==> src/sv/kahn_cycle_detect_defines.svh <==
// ----------------------------------------------------------------------------
// kahn_cycle_detect assertion macros
// concurrent checks clocked on clock and disabled in reset
// ----------------------------------------------------------------------------
`ifndef KAHN_CYCLE_DETECT_DEFINES_SVH
`define KAHN_CYCLE_DETECT_DEFINES_SVH

`ifndef SYNTH
`define KCD_ASSERT_IMP(lbl, ante, cons, msg) \
   lbl: assert property (@(posedge clock) disable iff (reset) (ante) |-> (cons)) \
      else $error(msg);
`define KCD_ASSERT_NXT(lbl, ante, cons, msg) \
   lbl: assert property (@(posedge clock) disable iff (reset) (ante) |=> (cons)) \
      else $error(msg);
`else
`define KCD_ASSERT_IMP(lbl, ante, cons, msg)
`define KCD_ASSERT_NXT(lbl, ante, cons, msg)
`endif

`endif

==> src/sv/kcd_pkg.sv <==
// ----------------------------------------------------------------------------
// kcd_pkg
// shared constants and control/status bundles for the cycle detector
// ----------------------------------------------------------------------------
`timescale 1ns / 1ps

package kcd_pkg;

   localparam int VCOUNT_W   = 7;
   localparam int VID_W      = 6;
   localparam int CSR_ADDR_W = 3;
   localparam int CSR_DATA_W = 32;

   localparam logic CMD_ADD  = 1'b0;
   localparam logic CMD_EVAL = 1'b1;

   localparam logic [CSR_ADDR_W-1:0] REG_VERTEX_COUNT = 3'd0;
   localparam logic [VCOUNT_W-1:0]   VCOUNT_RESET     = 7'd64;

   typedef struct packed {
      logic cap;
      logic set_drop;
      logic add_rd;
      logic add_wr;
      logic row_set_nr;
      logic row_set_zero;
      logic row_inc;
      logic row_rd;
      logic col_clr;
      logic col_inc;
      logic deg_rd_col;
      logic deg_dec;
      logic enq_zero;
      logic enq_one;
      logic q_reset;
      logic pop;
      logic adj_rd_q;
      logic result_ld;
      logic clr_wr;
   } ctl_type;

   typedef struct packed {
      logic req_eval;
      logic in_range;
      logic row_end;
      logic clr_last;
      logic col_end_rows;
      logic col_end_n;
      logic col_bit;
      logic q_empty;
      logic rsp_busy;
   } sts_type;

endpackage

==> src/sv/kcd_ctrl.sv <==
// ----------------------------------------------------------------------------
// kcd_ctrl
// sequencer for edge loads, the topological walk and the clearing sweep
// ----------------------------------------------------------------------------
`timescale 1ns / 1ps

module kcd_ctrl (
   input  logic             clock,
   input  logic             reset,
   input  logic             req_valid,
   output logic             req_ready,
   input  kcd_pkg::sts_type sts,
   output kcd_pkg::ctl_type ctl
);

   localparam logic [3:0] S_IDLE      = 4'd0;
   localparam logic [3:0] S_ADD_RD    = 4'd1;
   localparam logic [3:0] S_ADD_WR    = 4'd2;
   localparam logic [3:0] S_TRIM_ROW  = 4'd3;
   localparam logic [3:0] S_TRIM_COL  = 4'd4;
   localparam logic [3:0] S_TRIM_DEC  = 4'd5;
   localparam logic [3:0] S_SWEEP     = 4'd6;
   localparam logic [3:0] S_SWEEP_CHK = 4'd7;
   localparam logic [3:0] S_POP       = 4'd8;
   localparam logic [3:0] S_POP_ROW   = 4'd9;
   localparam logic [3:0] S_SCAN      = 4'd10;
   localparam logic [3:0] S_SCAN_DEC  = 4'd11;
   localparam logic [3:0] S_DONE      = 4'd12;
   localparam logic [3:0] S_CLEAR     = 4'd13;

   logic [3:0] state_ff;
   logic [3:0] state_in;

   always_ff @(posedge clock) begin
      if (reset) begin
         state_ff <= S_CLEAR;
      end else begin
         state_ff <= state_in;
      end
   end

   assign req_ready = (state_ff == S_IDLE);

   always_comb begin
      state_in = state_ff;
      ctl      = '0;
      unique case (state_ff)
         S_IDLE: begin
            if (req_valid) begin
               ctl.cap = 1'b1;
               if (sts.req_eval) begin
                  ctl.row_set_nr = 1'b1;
                  state_in       = S_TRIM_ROW;
               end else begin
                  state_in = S_ADD_RD;
               end
            end
         end
         S_ADD_RD: begin
            if (!sts.in_range) begin
               ctl.set_drop = 1'b1;
               state_in     = S_IDLE;
            end else begin
               ctl.add_rd = 1'b1;
               state_in   = S_ADD_WR;
            end
         end
         S_ADD_WR: begin
            ctl.add_wr = 1'b1;
            state_in   = S_IDLE;
         end
         // drop edges of rows beyond the current count
         S_TRIM_ROW: begin
            ctl.col_clr = 1'b1;
            if (sts.row_end) begin
               ctl.q_reset = 1'b1;
               state_in    = S_SWEEP;
            end else begin
               ctl.row_rd = 1'b1;
               state_in   = S_TRIM_COL;
            end
         end
         S_TRIM_COL: begin
            if (sts.col_end_rows) begin
               ctl.row_inc = 1'b1;
               state_in    = S_TRIM_ROW;
            end else if (sts.col_bit) begin
               ctl.deg_rd_col = 1'b1;
               state_in       = S_TRIM_DEC;
            end else begin
               ctl.col_inc = 1'b1;
            end
         end
         S_TRIM_DEC: begin
            ctl.deg_dec = 1'b1;
            ctl.col_inc = 1'b1;
            state_in    = S_TRIM_COL;
         end
         // seed the queue with sources
         S_SWEEP: begin
            if (sts.col_end_n) begin
               state_in = S_POP;
            end else begin
               ctl.deg_rd_col = 1'b1;
               state_in       = S_SWEEP_CHK;
            end
         end
         S_SWEEP_CHK: begin
            ctl.enq_zero = 1'b1;
            ctl.col_inc  = 1'b1;
            state_in     = S_SWEEP;
         end
         S_POP: begin
            if (sts.q_empty) begin
               state_in = S_DONE;
            end else begin
               ctl.pop  = 1'b1;
               state_in = S_POP_ROW;
            end
         end
         S_POP_ROW: begin
            ctl.adj_rd_q = 1'b1;
            ctl.col_clr  = 1'b1;
            state_in     = S_SCAN;
         end
         S_SCAN: begin
            if (sts.col_end_n) begin
               state_in = S_POP;
            end else if (sts.col_bit) begin
               ctl.deg_rd_col = 1'b1;
               state_in       = S_SCAN_DEC;
            end else begin
               ctl.col_inc = 1'b1;
            end
         end
         S_SCAN_DEC: begin
            ctl.deg_dec = 1'b1;
            ctl.enq_one = 1'b1;
            ctl.col_inc = 1'b1;
            state_in    = S_SCAN;
         end
         S_DONE: begin
            if (!sts.rsp_busy) begin
               ctl.result_ld    = 1'b1;
               ctl.row_set_zero = 1'b1;
               state_in         = S_CLEAR;
            end
         end
         S_CLEAR: begin
            ctl.clr_wr  = 1'b1;
            ctl.row_inc = 1'b1;
            if (sts.clr_last) begin
               state_in = S_IDLE;
            end
         end
         default: begin
            state_in = S_IDLE;
         end
      endcase
   end

endmodule

==> config.mk <==
export PLATFORM = sky130hd
export DESIGN_NAME = kcd_ctrl
export DESIGN_NICKNAME = d
export VERILOG_FILES = /design/src/sv/kahn_cycle_detect_defines.svh /design/src/sv/kcd_pkg.sv /design/src/sv/kcd_ctrl.sv
export SDC_FILE = /design/constraint.sdc
export NUM_CORES = 1
export LEC_CHECK = 0
export ABC_AREA = 1
export BUFFER_PORTS_ARGS = -buffer_cell sky130_fd_sc_hd__clkbuf_2
export CORE_UTILIZATION = 30
export DETAILED_ROUTE_END_ITERATION = 8
export PLACE_DENSITY_LB_ADDON = 0.05
export SETUP_SLACK_MARGIN = 0.15
export SYNTH_ARGS = -nofsm -noshare
export SYNTH_HDL_FRONTEND = slang
export SYNTH_SLANG_ARGS = --single-unit
==> constraint.sdc <==
create_clock -name clock -period 1.6 [get_ports clock]
set_input_delay 0.08 -clock clock [delete_from_list [all_inputs] [get_ports clock]]
set_output_delay 0.08 -clock clock [all_outputs]
set_load 0.05 [all_outputs]
Yosys cells after proc, flatten, opt, wreduce, memory -nomap -nowiden
Index checks and enable logic that the tools add are counted.

cells by class
  equal/unequal tests = 18
  muxes and demuxes = 45
  reductions and logical operators = 6

operator list
  operator                                                                number
  4-bit case mux with 12 select lines                                     1
  4-bit 2-to-1 mux                                                        8
  1-bit 2-to-1 mux                                                        26
  4-bit equality test (second input constant)                             6
  4-bit by 3-bit equality test with 1-bit output (second input constant)  4
  2-bit 2-to-1 mux                                                        6
  4-bit by 2-bit equality test with 1-bit output (second input constant)  2
  2-bit != test (second input constant)                                   3
  3-bit != test (second input constant)                                   2
  1-bit case mux with 3 select lines                                      2
  2-bit OR reduction                                                      3
  5-bit AND reduction                                                     1
  4-bit by 1-bit equality test with 1-bit output (second input constant)  1
  4-bit logical NOT                                                       1
  3-bit 2-to-1 mux                                                        1
  3-bit OR reduction                                                      1
  1-bit case mux with 2 select lines                                      1

word-level totals
  register bits = 4
  bits of input ports = 12
  logic and storage cells = 70

Depth between registers and ports, before layout
Gate-level depths: netlist (run 1).

  word-level depth = 3
  gate-level depth with buffers = 8
  depth with buffers taken out = 8

Worst setup path before layout (run 1)
OpenSTA, ideal clock, no wires.

  kind = register to output
  start = reg state_ff[1]
  end = out ctl[14] (netlist name)
  data required time = 1.520 ns
  path slack = -0.666 ns
  arrival = 2.186 ns
  stages on the path, launching flop included = 6
  path through = dfxtp_1 -> nor2_2 -> inv_1 -> nor2_1 -> inv_1 -> nor2_1

RTL lines
  item                      line            text
  start: declaration        kcd_ctrl.sv:31  logic [3:0] state_ff;
  start signal: assignment  kcd_ctrl.sv:38  state_ff <= state_in;
  end: declaration          kcd_ctrl.sv:13  output kcd_pkg::ctl_type ctl

==> results of run 1 <==
[kinds of logic after synthesis]
group,after synthesis
compound gates,5
buf+inv,21
flops,4
simple gates,69
[final cells by class]
cell class	count	area share [%]
sequential	4	9.560
multi-input combinational	74	47.80
inverter	20	8.428
tap	24	3.019
timing repair buffer	41	28.93
clock buffer	3	2.264
[metal layers]
layer  up-vias  share of wire (%)  wire length (um)  track usage, %
met1       345                 43               759           23.46
met3         4                4.6                80           3.673
met5         -                  0                 0               0
met2        27                 50               883           29.12
li1        398                  -                 -               -
met4         0                1.5                26           8.485
[path summary, 6_finish.rpt]
path / from / end / cells past startpoint
hold / removal: reset / state_ff[1] / 2
setup / recovery: state_ff[2] / ctl[8] / 7
hold reg to reg: state_ff[3] / state_ff[3] / 2
setup reg to reg: state_ff[1] / state_ff[1] / 9
[synthesized netlist by cell type (all sizes together)]
| library cell | number |
|---|---|
| nand3b | 1 |
| nand2 | 29 |
| nor2 | 17 |
| a21oi | 2 |
| buf | 1 |
| nand4 | 1 |
| nand2b | 1 |
| o21ai | 2 |
| nor3 | 3 |
| dfxtp | 4 |
| nand3 | 17 |
| inv | 20 |
| o211ai | 1 |
[through the flow]
stage	util, %	total power (uW)	instances	TNS [ns]	setup WS [ns]
5_1_grt	62.40	2061	166	0	0.07617
2_1_floorplan	-	1239	99	-0.6987	-0.2543
6_report	62.40	1942	166	0	0.1426
3_3_place_gp	48.74	1516	155	0	0.1435
4_1_cts	57.14	1827	163	0	0.1235
3_5_place_dp	48.74	1519	155	0	0.1587
[report_power, final]
part,total [uW],internal [uW],switching (uW)
Clock,125,83.9,41.0
Combinational,1530,512,1020
Sequential,289,173,116
[timing repair]
item | 4_1_cts | 5_1_grt
setup buffers | 5 | 3
setup endpoints to repair | 20 | 16
pin swaps | 4 | 6
gates cloned | 0 | 0
gates resized for setup | 22 | 31
==> flow_summary.json, run 1 <==
{
  "hold_path_class": "in -> reg",
  "synth.largest_area_cell": "nand2_1",
  "cts.sinks": 4,
  "netlist_top_cells_area": "nand2_1 (19%), dfxtp_1 (15%), nand3_1 (14%), inv_1 (13%), nor2_1 (7.7%)",
  "largest_register": "state_ff",
  "drive_above_1_share_pct": 57.75,
  "synth_compound_area_share_pct": 6.527,
  "num-nets-final": 156,
  "cp.arrival_ns": 1.38,
  "dpl.hpwl_um": 1389,
  "multi_input_area_um2": 475.5,
  "ff2ff_setup_slack_ns": 0.16,
  "first_global_vias": 641,
  "hold_viol_final": 0,
  "finish.instance_area_um2": 994.7,
  "fp-row-count": 14,
  "crit_family": "simple AND/OR/NAND/NOR gates",
  "clockRootBuffer": "clkbuf_4",
  "die-area_um2": 1962,
  "worstPathCellList": "inv_4 > nor2_4 > nand3b_4 > nand2_4 > nand2_1 > nand2_2 > buf_8",
  "leakage_uw": 0.0005704,
  "largest_reg_flops": 4,
  "drt_iter0_markers": 11,
  "max_cap_viol_count": 0,
  "drt-total-wl_um": 1749,
  "clkLatencyLatePin_ns": 0.23,
  "gp_congestion": 0.8114,
  "viasPerCell": 4.663,
  "irDropWorstVdd_mv": 1.373,
  "placed_area_um2": 777.0,
  "status": "completed",
  "initial_core_util_pct": 33.67,
  "register_area_um2": 95.09,
  "ctsHtreeMaxLevel": 1,
  "diodes": 0,
  "num_io_pins": 32,
  "clockBufferDepth": 2,
  "postSynthCellCount": 99,
  "via_count": 774,
  "synth_area_per_cell_um2": 5.422,
  "synthSimpleGateAreaFrac_pct": 63.17,
  "synth_nets": 111,
  "skew_ns": 0.004548,
  "synthXorXnorAreaFrac_pct": 0,
  "track_usage_pct": 18.24,
  "clk_pin_slew_worst_paths_ns": 0.04,
  "ys_ff_latch": 4,
  "syn_area_um2": 536.8,
  "drc": 0,
  "drtAntennaViolNets": 0,
  "largestRegisters": "state_ff: 4 flops",
  "wl_per_cell_um": 10.54,
  "antenna_found_initial": 0,
  "start_kind": "flop",
  "yosys.area.top_type_share_pct": 18.88,
  "whs_ns": 0.01274,
  "port_buffers": 31,
  "final_common_cell": "nand2_1",
  "worstPathMaxFanout": 6,
  "synth_cell_types": 19,
  "synth_top_family_by_area": "simple AND/OR/NAND/NOR gates",
  "setup_viol": 0,
  "cts_buffers": 3,
  "fin_crit_ns": 1.457,
  "die_w_um": 44.30,
  "die_height_um": 44.30,
  "yosysWarnings": 0,
  "postCtsHoldBufs": 0,
  "slew_headroom_pct": 81.44,
  "cpPeakStageDelay_ns": 0.41,
  "grt_overflow_total": 0,
  "yosysSeqAreaShare_pct": 14.92,
  "fp.coreArea_um2": 1594,
  "critical_path_required_ns": 1.52,
  "synthAdderAreaFrac_pct": 0,
  "layout_common_cells": "nand2_1 (22), clkbuf_2 (18), nand3_1 (15)",
  "cp-end-kind": "output port",
  "worstMarginPinSlew_ns": 0.2796,
  "period_share_pct": 91.09,
  "grt_max_degree": 7,
  "cts_tree": "built",
  "crit_slowest_cell": "dfxtp_4",
  "grt_pass1_wl_um": 2642,
  "drv_slew": 0,
  "synth_mux_area_share_pct": 0,
  "max_freq_ghz": 0.6862,
  "path_buf_inv": 2,
  "n_fill_cell": 158,
  "detail_route.first_pass.iterations": 4,
  "rsz0062_at_grt": "yes",
  "path_class": "reg -> out",
  "power.density_nw_per_um2": 1953,
  "area_growth_pct": 85.31
}
Note: power is estimated with default switching activity, not from simulation.
==> inputs of run 2 (changes only) <==
- ABC_AREA: 1 -> not set
==> run 2 against run 1 <==
Against the previous run: clock-buffer cell count unchanged; sequential share of layout area decreased by 3.0 points; largest cell class unchanged; global-route usage increased by 2.3 points; combinational power increased by 37%; cell area increased by 41%; sequential power decreased by 6.9%.
==> flow_summary.json, run 2 <==
{
  "clk_pin_slew_worst_paths_ns": 0.04,
  "skew_ns": 0.008580,
  "netlist_top_cells_area": "dfxtp_1 (13%), o21ai_0 (7.2%), nor2_1 (6.6%), nor3_1 (6.4%), nand2_1 (4.8%)",
  "antenna_found_initial": 0,
  "die_height_um": 47.76,
  "status": "completed",
  "yosys.area.top_type_share_pct": 12.75,
  "yosysMostFrequentCell": "nor2_1",
  "clockBufferDepth": 2,
  "via_count": 875,
  "critical_path_required_ns": 1.52,
  "worstMarginPinSlew_ns": 0.2663,
  "detail_route.first_pass.iterations": 3,
  "ff2ff_setup_slack_ns": 0.16,
  "synth_area_per_cell_um2": 6.827,
  "rsz0062_at_grt": "yes",
  "placed_area_um2": 994.7,
  "largest_reg_flops": 4,
  "max_freq_ghz": 0.6543,
  "finish.instance_area_um2": 1399,
  "num-nets-final": 152,
  "startpoint": "state_ff[3]",
  "cts_buffers": 3,
  "stdcell_count": 165,
  "initial_core_util_pct": 32.02,
  "drt-total-wl_um": 2341,
  "gp_congestion": 0.8050,
  "fp-row-count": 16,
  "port_buffers": 31,
  "synth.largest_area_cell": "dfxtp_1",
  "synth_nets": 104,
  "ys_ff_latch": 4,
  "drc": 0,
  "irDropWorstVdd_mv": 1.089,
  "hold_viol_final": 0,
  "slew_headroom_pct": 82.20,
  "yosysWarnings": 0,
  "postSynthCellCount": 92,
  "drive_above_1_share_pct": 68.84,
  "viasPerCell": 5.303,
  "setup_viol": 0,
  "final_common_cell": "buf_4",
  "syn_area_um2": 628.1,
  "r2r-start": "state_ff[2]",
  "clockRootBuffer": "clkbuf_4",
  "drv_slew": 0,
  "start_kind": "flop",
  "cts_tree": "built",
  "grt_pass1_wl_um": 3291,
  "track_usage_pct": 20.51,
  "worstPathMaxFanout": 12,
  "num_io_pins": 32,
  "ctsHtreeMaxLevel": 1,
  "yosysSeqAreaShare_pct": 12.75,
  "largest_register": "state_ff",
  "endpoint": "ctl[1]",
  "grt_max_degree": 18,
  "finalPower_uw": 2501,
  "hold_path_class": "in -> reg",
  "r2r_cells": 6,
  "drt_iter0_markers": 9,
  "max_cap_viol_count": 0,
  "diodes": 0,
  "fin_crit_ns": 1.528,
  "area_growth_pct": 122.7,
  "die_w_um": 47.76,
  "fp.coreArea_um2": 1962,
  "cts.sinks": 4,
  "power.density_nw_per_um2": 1788,
  "largestRegisters": "state_ff: 4 flops",
  "dpl.hpwl_um": 1561,
  "postCtsHoldBufs": 0,
  "synth_common_cells": "nor2_1 (11), o21ai_0 (9), nand2_1 (8), nor3_1 (8)",
  "wl_per_cell_um": 14.19,
  "layout_common_cells": "buf_4 (12), clkbuf_2 (11), buf_6 (11)",
  "synth-main-ff-cell": "dfxtp_1",
  "cp-end-kind": "output port",
  "first_global_vias": 701,
  "synth_cell_types": 36,
  "cp.arrival_ns": 1.45,
  "die-area_um2": 2281,
  "clkLatencyLatePin_ns": 0.24,
  "leakage_uw": 0.0005734,
  "drtAntennaViolNets": 0,
  "ys_async_sr_fraction_pct": 0,
  "period_share_pct": 95.52,
  "placed_cells": 152,
  "synth-edff-count": 0,
  "r2r-end": "state_ff[0]",
  "grt_overflow_total": 0,
  "path_class": "reg -> out"
}
-- run 2: cell types whose count changed after synthesis, moves of 4 or more --
cell / previous run / this run
nor2_2: 4 / 0
nand3_1: 15 / 1
nor3_1: 3 / 8
buf_2: 0 / 4
nand2_1: 27 / 8
nor4_1: 0 / 4
inv_1: 18 / 4
o21ai_0: 1 / 9
-- run 2: worst max-delay path: stages (launching register included) --
cell      delay, ns
dfxtp_4        0.44
nand2b_4       0.07
buf_6          0.14
nor4_4         0.31
clkbuf_8       0.24
-- run 2: how the worst min path moves through the flow --
stage / cells past startpoint / from / end
2_1_floorplan: 1 / reset / state_ff[1]
3_3_place_gp: 2 / reset / state_ff[1]
3_5_place_dp: 2 / reset / state_ff[1]
4_1_cts: 2 / reset / state_ff[1]
5_1_grt: 2 / reset / state_ff[1]
6_report: 2 / reset / state_ff[1]
-- run 2: cell type report --
type                       instances  area (um^2)
sequential                         4        91.34
clock buffer                       3        22.52
multi-input combinational         75        685.7
timing repair buffer              52        546.8
fill                             147        563.0
tap                               27        33.78
inverter                           4        18.77
-- run 2: per-stage QoR --
step                       TNS, ns  setup WS [ns]  util, %  hold WS [ns]
after floorplan            -0.3271        -0.1415        -        0.1462
after global placement           0         0.1067    50.70        0.3373
after detailed placement         0        0.09683    50.70        0.3455
after CTS                        0        0.03440    66.39       0.08731
after global routing      -0.02395       -0.01311    71.30       0.07854
final                            0        0.07173    71.30       0.09727
-- run 2: power by group --
group | total, uW | internal, uW | leakage (uW) | switching, uW
Clock | 131 | 84.3 | 0.0000138 | 46.6
Sequential | 269 | 160 | 0.0000343 | 109
Combinational | 2100 | 941 | 0.000525 | 1160
-- run 2: logic make-up (layout without fill, tap and decap cells) --
kind of cell	count (synthesis)	in the layout	synth area share, %
and+or+nand+nor	49	49	45.62
AOI/OAI and AO/OA	23	23	25.10
buffers and inverters	13	59	11.55
DFF	4	4	12.75
muxes	3	3	4.980
-- run 2: routing by layer --
metal  track usage [%]  up-vias  wire length [um]
li1                  -      435                 -
met1             28.41      408              1062
met2             32.70       30              1166
met3             6.038        2                98
met4             1.667        0                14
met5                 0        -                 0
-- run 2: what timing repair did --
item,4_1_cts,5_1_grt
endpoints found under the setup margin,23,24
resized for setup,51,30
buffers inserted,8,2
pin swaps,5,8
==> inputs of run 3 (changes only) <==
- PLACE_DENSITY_LB_ADDON: 0.05 -> 0.08
==> run 3 against run 2 <==
Against the previous run: the run now ends with design-rule violations left; sequential power decreased by 8.6%; cell area up 11%; flip-flop and latch count unchanged; non-clock buffer count up 12; fmax decreased by 4.0%; worst hold slack got worse by 0.014 ns; via count up 18%; routed wire length is 46% higher; critical path depth is 2 higher; combinational power grew 19%; core utilization grew 7.6 points; clock-buffer cell count unchanged; critical endpoint is now ctl[12]; highest routed layer unchanged.
==> flow_summary.json, run 3 (synthesis gave the netlist of run 2 again) <==
{
  "status": "finished with violations",
  "violations": "design-rule violations",
  "largestRegisters": "state_ff: 4 flops",
  "crit_family": "buffers and inverters",
  "fp-row-count": 16,
  "clk_pin_slew_worst_paths_ns": 0.05,
  "p_int_uw": 1370,
  "drt-total-wl_um": 3408,
  "register_area_um2": 91.34,
  "largest_reg_flops": 4,
  "leakage_uw": 0.0006534,
  "cts_buffers": 3,
  "initial_core_util_pct": 32.02,
  "drive_above_1_share_pct": 70.67,
  "period_share_pct": 99.46,
  "antenna_found_initial": 0,
  "multi_input_area_um2": 705.7,
  "cts_tree": "built",
  "die-area_um2": 2281,
  "placed_area_um2": 994.7,
  "placed_cells": 152,
  "num_io_pins": 32,
  "pwr-share-clk_pct": 5.1,
  "final_common_cell": "buf_4",
  "die_height_um": 47.76,
  "area_growth_pct": 146.4,
  "max_freq_ghz": 0.6284,
  "drc": 2,
  "track_usage_pct": 26.08,
  "diodes": 0,
  "share_seq_of_total_power_pct": 8.5,
  "slew_headroom_pct": 78.47,
  "irDropWorstVdd_mv": 1.070,
  "worstPathCellList": "buf_6 > buf_6 > buf_12 > mux2i_1 > nor3_2 > clkbuf_8",
  "gp_congestion": 0.8079,
  "finalWorstSetupSlack_ns": 0.008576,
  "start_kind": "flop",
  "ctsHtreeMaxLevel": 1,
  "power.density_nw_per_um2": 1871,
  "p_sw_share_pct": 52.69,
  "cpPeakStageDelay_ns": 0.36,
  "clockRootBuffer": "clkbuf_4",
  "stdcell_count": 177,
  "skew_ns": 0.002061,
  "clockBufferDepth": 2,
  "grt_max_degree": 12,
  "fp.coreArea_um2": 1962,
  "worstPathMaxFanout": 4,
  "hold_path_class": "in -> reg",
  "die_w_um": 47.76,
  "place_ws_ns": 0.08167,
  "drtAntennaViolNets": 0,
  "num-nets-final": 164,
  "drt_iter0_markers": 49,
  "setup_tns_ns": 0,
  "setup_viol": 0,
  "p_sw_uw": 1526,
  "cp.arrival_ns": 1.51,
  "cp-end-kind": "output port",
  "first_global_vias": 888,
  "crit_slowest_cell": "dfxtp_4",
  "combPwrFrac_pct": 86.4,
  "drv_slew": 0,
  "largest_register": "state_ff",
  "layout_common_cells": "buf_4 (17), buf_6 (15), clkbuf_2 (11)",
  "wl_per_cell_um": 19.25,
  "postCtsHoldBufs": 0,
  "finalPower_uw": 2896,
  "hold_viol_final": 0,
  "fin_crit_ns": 1.591,
  "grt_overflow_total": 0,
  "grt_pass1_wl_um": 4084,
  "rsz0062_at_grt": "yes",
  "worstMarginPinSlew_ns": 0.3195,
  "path_class": "reg -> out",
  "n_fill_cell": 127,
  "finish.instance_area_um2": 1548,
  "viasPerCell": 5.853,
  "detail_route.first_pass.iterations": 6,
  "dpl.hpwl_um": 1583,
  "cp_common_cell": "buf_6",
  "clkLatencyLatePin_ns": 0.25,
  "path_buf_inv": 4,
  "via_count": 1036,
  "port_buffers": 31,
  "critical_path_required_ns": 1.52,
  "max_cap_viol_count": 0,
  "cts.sinks": 4
}
-- run 3: final timing paths --
check                   start     endpoint  cells after the start  slack, ns
hold reg to reg   state_ff[1]  state_ff[0]                      2       0.71
setup / recovery  state_ff[3]      ctl[12]                      6      0.009
setup reg to reg  state_ff[3]  state_ff[3]                      8       0.03
hold / removal          reset  state_ff[1]                      2       0.08
-- run 3: timing repair --
action	CTS	global route
pin swaps	6	9
setup endpoints to repair	23	23
resized for setup	67	24
setup buffers	17	5
-- run 3: layout make-up --
class	count	area share [%]
clock buffers	3	1.455
inverters	4	1.213
multi-input cells	75	45.59
flip-flops and latches	4	5.901
well taps	27	2.183
repair buffers	64	43.65
-- run 3: power groups by stage --
stage	clock (uW)	sequential, uW	combinational (uW)
after floorplan	0	169	1240
after global placement	0	250	1490
after detailed placement	0	251	1500
after CTS	131	225	2160
after global routing	148	245	2590
final	147	246	2500
-- run 3: stage by stage --
step / hold WS, ns / utilization (%)
2_1_floorplan: 0.1462 / -
3_3_place_gp: 0.3387 / 50.70
3_5_place_dp: 0.3455 / 50.70
4_1_cts: 0.08312 / 72.96
5_1_grt: 0.09731 / 78.89
6_report: 0.08281 / 78.89
-- run 3: metal layers --
layer / global-route usage (%) / wire, um / vias up
met5: 0 / 0 / -
met2: 45.14 / 1715 / 77
li1: - / - / 454
met3: 3.774 / 290 / 20
met4: 9.444 / 150 / 0
met1: 32.58 / 1251 / 485
